### config.mk
export PLATFORM = sky130hd
export DESIGN_NAME = scfc_step
export DESIGN_NICKNAME = d
export VERILOG_FILES = /design/src/sv/scfc_pkg.sv /design/src/sv/scfc_step.sv
export SDC_FILE = /design/constraint.sdc
export NUM_CORES = 1
export LEC_CHECK = 0
export BUFFER_PORTS_ARGS = -buffer_cell sky130_fd_sc_hd__buf_2
export CORE_MARGIN = 1
export CORE_UTILIZATION = 33
export DETAILED_ROUTE_END_ITERATION = 6
export PLACE_DENSITY_LB_ADDON = 0.12
export SLEW_MARGIN = 25
export SYNTH_ARGS = -nofsm -noshare
export SYNTH_HDL_FRONTEND = slang
export SYNTH_SLANG_ARGS = --single-unit
### constraint.sdc
create_clock -name vclk -period 2.6
set_input_delay 0.26 -clock vclk [all_inputs]
set_output_delay 0.26 -clock vclk [all_outputs]
set_load 0.02 [all_outputs]
### src/sv/scfc_pkg.sv
// shared types and constants for the serial crc frame checker
// no dependencies
package scfc_pkg;

  localparam logic [1:0]  SEL_CRC12   = 2'd0;
  localparam logic [1:0]  SEL_CRC16   = 2'd1;
  localparam logic [15:0] POLY_CRC12  = 16'h080F;
  localparam logic [15:0] POLY_CRC16  = 16'h8005;
  localparam logic [15:0] POLY_CCITT  = 16'h1021;
  localparam logic [15:0] MASK_CRC12  = 16'h0FFF;
  localparam logic [15:0] MASK_CRC16  = 16'hFFFF;
  localparam logic [4:0]  WIDTH_CRC12 = 5'd12;
  localparam logic [4:0]  WIDTH_CRC16 = 5'd16;

  localparam logic KIND_DATA   = 1'b0;
  localparam logic KIND_STATUS = 1'b1;

  typedef struct packed {
    logic        result_kind;
    logic [7:0]  data_byte;
    logic        frame_ok;
    logic        whole_bytes;
    logic [15:0] remainder;
    logic        last_result;
  } result_t;

  typedef struct packed {
    logic [15:0] crc_rem;
    logic [15:0] delay_line;
    logic [4:0]  bits_seen;
    logic [7:0]  byte_gather;
    logic [2:0]  bit_in_byte;
  } frame_state_t;

  // results produced by one bit, in order
  typedef struct packed {
    logic [1:0] cnt;
    result_t    res0;
    result_t    res1;
  } push_t;

endpackage

### src/sv/scfc_step.sv
// one bit step: crc division, check-bit delay, byte packing and frame status
// depends on scfc_pkg
module scfc_step (
  input  logic [1:0]            crc_sel,
  input  scfc_pkg::frame_state_t state,
  input  logic                  frame_bit,
  input  logic                  end_of_frame,
  output scfc_pkg::frame_state_t state_nxt,
  output scfc_pkg::push_t        results
);
  import scfc_pkg::*;

  logic        is_crc12;
  logic [15:0] poly;
  logic [15:0] mask;
  logic [4:0]  width;
  logic [15:0] rem_cut;
  logic        rem_top;
  logic [15:0] rem_nxt;
  logic        dly_full;
  logic        data_bit;
  logic [7:0]  gather_sh;
  logic [2:0]  bib_nxt;
  logic        byte_done;
  result_t     byte_res;
  result_t     stat_res;

  always_comb begin
    is_crc12 = (crc_sel == SEL_CRC12);
    // selector value three falls through to ccitt
    poly  = is_crc12 ? POLY_CRC12 : ((crc_sel == SEL_CRC16) ? POLY_CRC16 : POLY_CCITT);
    mask  = is_crc12 ? MASK_CRC12 : MASK_CRC16;
    width = is_crc12 ? WIDTH_CRC12 : WIDTH_CRC16;

    rem_cut = state.crc_rem & mask;
    rem_top = is_crc12 ? rem_cut[11] : rem_cut[15];
    rem_nxt = ({rem_cut[14:0], frame_bit} & mask) ^ (rem_top ? poly : 16'h0000);

    dly_full  = (state.bits_seen >= width);
    data_bit  = is_crc12 ? state.delay_line[11] : state.delay_line[15];
    gather_sh = {state.byte_gather[6:0], data_bit};
    bib_nxt   = dly_full ? 3'(state.bit_in_byte + 3'd1) : state.bit_in_byte;
    byte_done = dly_full && (state.bit_in_byte == 3'd7);

    byte_res = '0;
    byte_res.result_kind = KIND_DATA;
    byte_res.data_byte   = gather_sh;
    byte_res.last_result = !end_of_frame;

    stat_res = '0;
    stat_res.result_kind = KIND_STATUS;
    stat_res.frame_ok    = (rem_nxt == 16'h0000);
    stat_res.whole_bytes = (bib_nxt == 3'd0);
    stat_res.remainder   = rem_nxt;
    stat_res.last_result = 1'b1;

    state_nxt.crc_rem     = rem_nxt;
    state_nxt.delay_line  = {state.delay_line[14:0], frame_bit};
    state_nxt.bits_seen   = dly_full ? state.bits_seen : 5'(state.bits_seen + 5'd1);
    state_nxt.byte_gather = dly_full ? (byte_done ? 8'h00 : gather_sh) : state.byte_gather;
    state_nxt.bit_in_byte = bib_nxt;
    if (end_of_frame) begin
      state_nxt = '0;
    end

    results.res0 = byte_done ? byte_res : stat_res;
    results.res1 = stat_res;
    results.cnt  = 2'({1'b0, byte_done} + {1'b0, end_of_frame});
  end

endmodule

# Yosys cells after proc, flatten, opt, wreduce, memory -nomap -nowiden
# Index checks and enable logic that the tools add are counted.
# op_classes
add_sub_neg	3
magnitude_cmp	1
eq_ne	2
n_mux	13
bitwise	3
n_reduce_logical	5
# ops
operator	count
2-to-1 mux 16 bit	4
2-to-1 mux 48 bit	1
AND 16 bit	2
2-to-1 mux 28 bit	1
logical NOT 16 bit	1
2-to-1 mux 8 bit	2
XOR 16 bit	1
2-to-1 mux 5 bit	2
adder 5 x 1 -> 5 bit (second input constant)	1
>= comparator 5 bit	1
adder 3 x 1 -> 3 bit (second input constant)	1
== test 3 bit (second input constant)	1
logical NOT 3 bit	1
2-to-1 mux 3 bit	1
adder 1 x 1 -> 2 bit	1
== test 2 x 1 -> 1 bit (second input constant)	1
logical NOT 2 bit	1
2-to-1 mux 1 bit	2
logical AND 1 bit	1
logical NOT 1 bit	1
# totals
reg_bits	0
word_cells	27

# Logic depth before layout (Yosys ltp)
# Gate-level depths: netlist of the first run.
# depth
ltp_word	8
depth_mapped	10

# Worst setup path before layout of the first run
# No wires, ideal clock.
# synth_timing
path_type	input -> output
from	input port crc_sel[0]
to	output port results[46] in the netlist's numbering
arrival_ns	2.415
setup_slack_ns	-0.075
cell_stages	8
path_cell_list	buf_2 -> or2_2 -> clkbuf_1 -> ha_1 -> or3_1 -> o311a_1 -> and2_1 -> nor4_1
# synth_lines
element	line	rtl
start, declared	scfc_step.sv:4	input logic [1:0] crc_sel,
end, declared	scfc_step.sv:9	output scfc_pkg::push_t results

==> results of run 1 <==
## where the power goes
part	leakage (nW)	internal [mW]	total [mW]	switching (mW)
clock	0	0	0	0
sequential	0	0	0	0
combinational	1.20	0.168	0.459	0.292
total	1.20	0.168	0.459	0.292
## routing by layer
layer  wire, um  up-vias
met5          0        -
met4         18        0
met3        309        2
met2       2020       77
met1       1820      746
li1           -      924
## path summary, 6_finish.rpt
check | startpoint | endpoint | slack, ps | cells past startpoint
worst max-delay path | crc_sel[0] | state_nxt[13] | 150 | 9
worst min-delay path | state[40] | results[10] | 780 | 2
## cell families (layout without fill, tap and decap cells)
family                     after synthesis  in the layout  synth area share
AOI/OAI and AO/OA                       29             29             0.142
xor gates and xnor gates                 8              8            0.0585
adders and majority gates                5              5            0.0522
buffers and inverters                   46            174             0.207
muxes                                    2              2            0.0167
other                                    2             10           0.00627
and+or+nand+nor                        115            115             0.518
## synth_stat cells, drive strengths merged
master | number | share of area
a21oi | 16 | 0.070
a221oi | 1 | 0.0073
a22oi | 1 | 0.0063
and2 | 8 | 0.042
and3 | 10 | 0.052
and3b | 1 | 0.0073
buf | 23 | 0.13
clkbuf | 7 | 0.022
clkinv | 1 | 0.0031
conb | 2 | 0.0063
ha | 5 | 0.052
inv | 15 | 0.047
mux2i | 2 | 0.017
nand2 | 18 | 0.056
nand3 | 5 | 0.021
nand3b | 7 | 0.044
nor2 | 27 | 0.085
nor2b | 23 | 0.12
nor3 | 1 | 0.0042
nor3b | 2 | 0.013
nor4 | 3 | 0.016
o211ai | 1 | 0.0063
o21ai | 6 | 0.025
o21bai | 1 | 0.0063
o22ai | 1 | 0.0052
o311a | 1 | 0.0084
o311ai | 1 | 0.0073
or2 | 2 | 0.010
or3 | 6 | 0.031
or3b | 1 | 0.0073
or4 | 1 | 0.0094
xnor2 | 6 | 0.044
xor2 | 2 | 0.015
## final cells by class
class	count	area, um2	share of cell area
inverters	16	63.8	0.0331
multi-input cells	169	988	0.513
repair buffers	158	816	0.424
well taps	46	57.6	0.0299
## per-stage QoR
step	cell area, um2	setup TNS [ps]	util	instances
6_report	1930	0	0.564	389
5_1_grt	1930	0	0.564	389
4_1_cts	1920	0	0.563	389
3_5_place_dp	1920	-108	0.562	389
3_3_place_gp	1920	0	0.562	389
2_1_floorplan	1230	0	-	215
## repair_timing
item / 4_1_cts / 5_1_grt
endpoints found under the setup margin: 7 / 2
hold buffers: 0 / 0
endpoints found under the hold margin: 0 / 0
resized for setup: 1 / 1
==> results.sh, run 1 <==
export IMPL_syn_avg_cell_area_um2=5.79
export IMPL_dpl_worst_slack_ps=-21.8
export IMPL_area_growth_pct=60.6
export IMPL_core_area_mm2=0.00342
export IMPL_vias=1749
export IMPL_die_h_um=62.3
export IMPL_drive_gt1_frac=0.481
export IMPL_finalWirelength_um=4170
export IMPL_grt_pass1_vias=1478
export IMPL_synth_cells=207
export IMPL_place_hpwl_um=3450
export IMPL_whs_ps=780
export IMPL_critical_path_class="in -> out"
export IMPL_die_area_mm2=0.00388
export IMPL_crit_buf_inv=3
export IMPL_seq_area_um2=0
export IMPL_drv_slew=0
export IMPL_nClkBuffers=0
export IMPL_layout_commonest_cell="buf_2"
export IMPL_yosysUniqueCellTypes=36
export IMPL_tightest_slew_ps=548
export IMPL_start_util=0.351
export IMPL_fin_ws_ps=145
export IMPL_leakage_nw=1.20
export IMPL_timing_final_crit_period_ps=2450
export IMPL_cp_required_ps=2340
export IMPL_seq_area_frac_synth=0
export IMPL_yosys_warnings=0
export IMPL_period_share=0.944
export IMPL_grt_start_max_net_pins=33
export IMPL_grt_overflow=0
export IMPL_dr_pass1_iters=4
export IMPL_antenna_found_initial=0
export IMPL_grt_busiest_layer="met2"
export IMPL_grt_use_met3=0.0165
export IMPL_relSlewSlack=0.635
export IMPL_min_path_type="in -> out"
export IMPL_grt_pass1_wl_um=6670
export IMPL_slowest_stage="or3_1"
export IMPL_cts_setup_buffers=0
export IMPL_finalPower_mw=0.459
export IMPL_start_kind="input pin"
export IMPL_hold_viol=0
export IMPL_routabilityCongestion=0.783
export IMPL_worstPathMaxFanout=9
export IMPL_crit_family="simple AND/OR/NAND/NOR gates"
export IMPL_ant_nets=0
export IMPL_synth_area_mm2=0.00120
export IMPL_drc=0
export IMPL_portBuffers=148
export IMPL_slowest_delay_ps=330
export IMPL_grt_use_met2=0.379
export IMPL_io_pins=158
export IMPL_fmax_mhz=407
export IMPL_status="finished clean"
export IMPL_grt_setup_unrepaired="no"
export IMPL_avgRoutedWirePerCell_um=10.7
export IMPL_nFlopsAndLatches=0
export IMPL_critPathCaptureType="output port"
export IMPL_crit_chain="buf_2 > or2_2 > ha_1 > or3_1 > o311a_1 > buf_4 > or3_1 > a21oi_1 > buf_2"
export IMPL_drt_iter0_markers=56
export IMPL_dieWidth_um=62.3
export IMPL_rows=21
export IMPL_grt_use_total=0.196
export IMPL_critPathArrivalTime_ps=2190
export IMPL_nFillCells=368
export IMPL_globalRouteMet1Util=0.243
export IMPL_setup_viol=0
export IMPL_ir_worst_vdd_v=0.0000940
export IMPL_pwr_density_cell_mw_per_mm2=239
export IMPL_layout_common_cells="buf_2, nor2_1, nor2b_1, nand2_1"
export IMPL_nNetsFinal=402
export IMPL_viasPerCell=4.50
export IMPL_max_cap_violations=0
export IMPL_antenna_cells=0
Note: power is estimated with default switching activity, not from simulation.
==> run 2: changes to the inputs <==
--- a/config.mk
+++ b/config.mk
@@ -6,6 +6,7 @@
 export NUM_CORES = 1
 export LEC_CHECK = 0
 export BUFFER_PORTS_ARGS = -buffer_cell sky130_fd_sc_hd__buf_2
+export CORE_ASPECT_RATIO = 0.8
 export CORE_MARGIN = 1
 export CORE_UTILIZATION = 33
 export DETAILED_ROUTE_END_ITERATION = 6
==> run 2 against run 1 <==
Compared with the run above:
- clock-buffer cell count is the same
- final area fell by 0.39%
- die area is essentially flat
- sequential cell count unchanged
- via count is 1.9% higher
- utilization is 0.73 points lower
==> results.sh, run 2 (synthesis results as in run 1) <==
export IMPL_status="finished clean"
export IMPL_finalSetupTns_ps=0
export IMPL_fin_ws_ps=144
export IMPL_placed_area_mm2=0.00192
export IMPL_ir_worst_vdd_v=0.000128
export IMPL_pwr_density_cell_mw_per_mm2=239
export IMPL_final_area_mm2=0.00192
export IMPL_start_util=0.348
export IMPL_holdPathEnd="results[9]"
export IMPL_grt_overflow=0
export IMPL_routabilityCongestion=0.815
export IMPL_layout_commonest_cell="buf_2"
export IMPL_worstPathMaxFanout=7
export IMPL_nFlopsAndLatches=0
export IMPL_slowest_stage="or4_4"
export IMPL_portBuffers=148
export IMPL_hold_viol=0
export IMPL_max_cap_violations=0
export IMPL_dieWidth_um=69.4
export IMPL_layout_common_cells="buf_2, nor2_1, nor2b_1, nand2_1"
export IMPL_grt_busiest_layer="met2"
export IMPL_start_kind="input pin"
export IMPL_finish_utilization=0.556
export IMPL_finalWirelength_um=4060
export IMPL_min_path_type="in -> out"
export IMPL_dr_pass1_iters=6
export IMPL_min_delay_path_depth=2
export IMPL_area_growth_pct=60.0
export IMPL_die_h_um=55.9
export IMPL_critPathCaptureType="output port"
export IMPL_ant_nets=0
export IMPL_core_area_mm2=0.00345
export IMPL_cts_setup_buffers=0
export IMPL_relSlewSlack=0.655
export IMPL_place_hpwl_um=3380
export IMPL_viasPerCell=4.63
export IMPL_avgRoutedWirePerCell_um=10.5
export IMPL_slowest_delay_ps=450
export IMPL_drt_iter0_markers=64
export IMPL_whs_ps=773
export IMPL_grt_use_met2=0.354
export IMPL_io_pins=158
export IMPL_cp_required_ps=2340
export IMPL_grt_setup_unrepaired="no"
export IMPL_critical_path_class="in -> out"
export IMPL_timing_final_crit_period_ps=2460
export IMPL_grt_start_max_net_pins=31
export IMPL_period_share=0.945
export IMPL_drc=0
export IMPL_seq_area_um2=0
export IMPL_grt_pass1_wl_um=6440
export IMPL_dpl_cell_count=385
export IMPL_min_from="state[39]"
export IMPL_antenna_found_initial=0
export IMPL_grt_use_met3=0.0181
export IMPL_antenna_cells=0
export IMPL_fmax_mhz=407
export IMPL_die_area_mm2=0.00388
export IMPL_finalPower_mw=0.458
export IMPL_drive_gt1_frac=0.481
export IMPL_critical_path_most_common_cell="buf_2"
export IMPL_leakage_nw=1.20
export IMPL_rows=19
export IMPL_grt_use_total=0.193
export IMPL_drv_slew=0
export IMPL_crit_chain="buf_2 > or2_2 > ha_1 > or3_1 > o311a_1 > or4_4 > a21oi_2 > buf_2"
export IMPL_nClkBuffers=0
export IMPL_stdcell_count=385
export IMPL_grt_pass1_vias=1449
export IMPL_globalRouteMet1Util=0.259
export IMPL_tightest_slew_ps=517
export IMPL_setup_viol=0
export IMPL_nNetsFinal=402
export IMPL_dpl_worst_slack_ps=-13.2
export IMPL_critPathArrivalTime_ps=2200
export IMPL_vias=1782
run 2: changes by cell type in the layout (fill, tap and decap cells not counted):
cell and change:
clkinv_2 +1, clkinvlp_4 -1
run 2: how the worst max path moves through the flow:
| stage | startpoint | end | cells after the start |
|---|---|---|---|
| floorplan | crc_sel[0] | state_nxt[14] | 9 |
| global placement | crc_sel[0] | results[33] | 8 |
| detailed placement | crc_sel[0] | results[33] | 8 |
| CTS | crc_sel[0] | results[56] | 8 |
| global route | crc_sel[0] | results[46] | 8 |
| finish | crc_sel[0] | results[45] | 8 |
run 2: cell type report:
type / instances / area (um2)
fill: 362 / 1530
multi-input combinational: 169 / 988
timing repair buffer: 158 / 816
inverter: 16 / 61.3
tap: 42 / 52.6
run 2: worst max-delay path: cells and delay by family:
kind | cells | cell delay, ps
compound gates | 2 | 360
buf+inv | 2 | 270
fa+ha+maj | 1 | 210
simple gates | 3 | 1090
run 2: timing repair:
item | in CTS | in global routing
hold endpoints to repair | 0 | 0
hold buffers | 0 | 0
setup endpoints to repair | 7 | 7
gates resized for setup | 1 | 1
run 2: power breakdown:
part / leakage, nW / internal, mW / total, mW / switching, mW
registers: 0 / 0 / 0 / 0
clock network: 0 / 0 / 0 / 0
logic: 1.20 / 0.167 / 0.458 / 0.290
total: 1.20 / 0.167 / 0.458 / 0.290
run 2: metal layers:
metal  vias up  share of wire
met5         -              0
met4         0              0
met3         0          0.058
met2        72           0.49
met1       787           0.45
li1        923              -
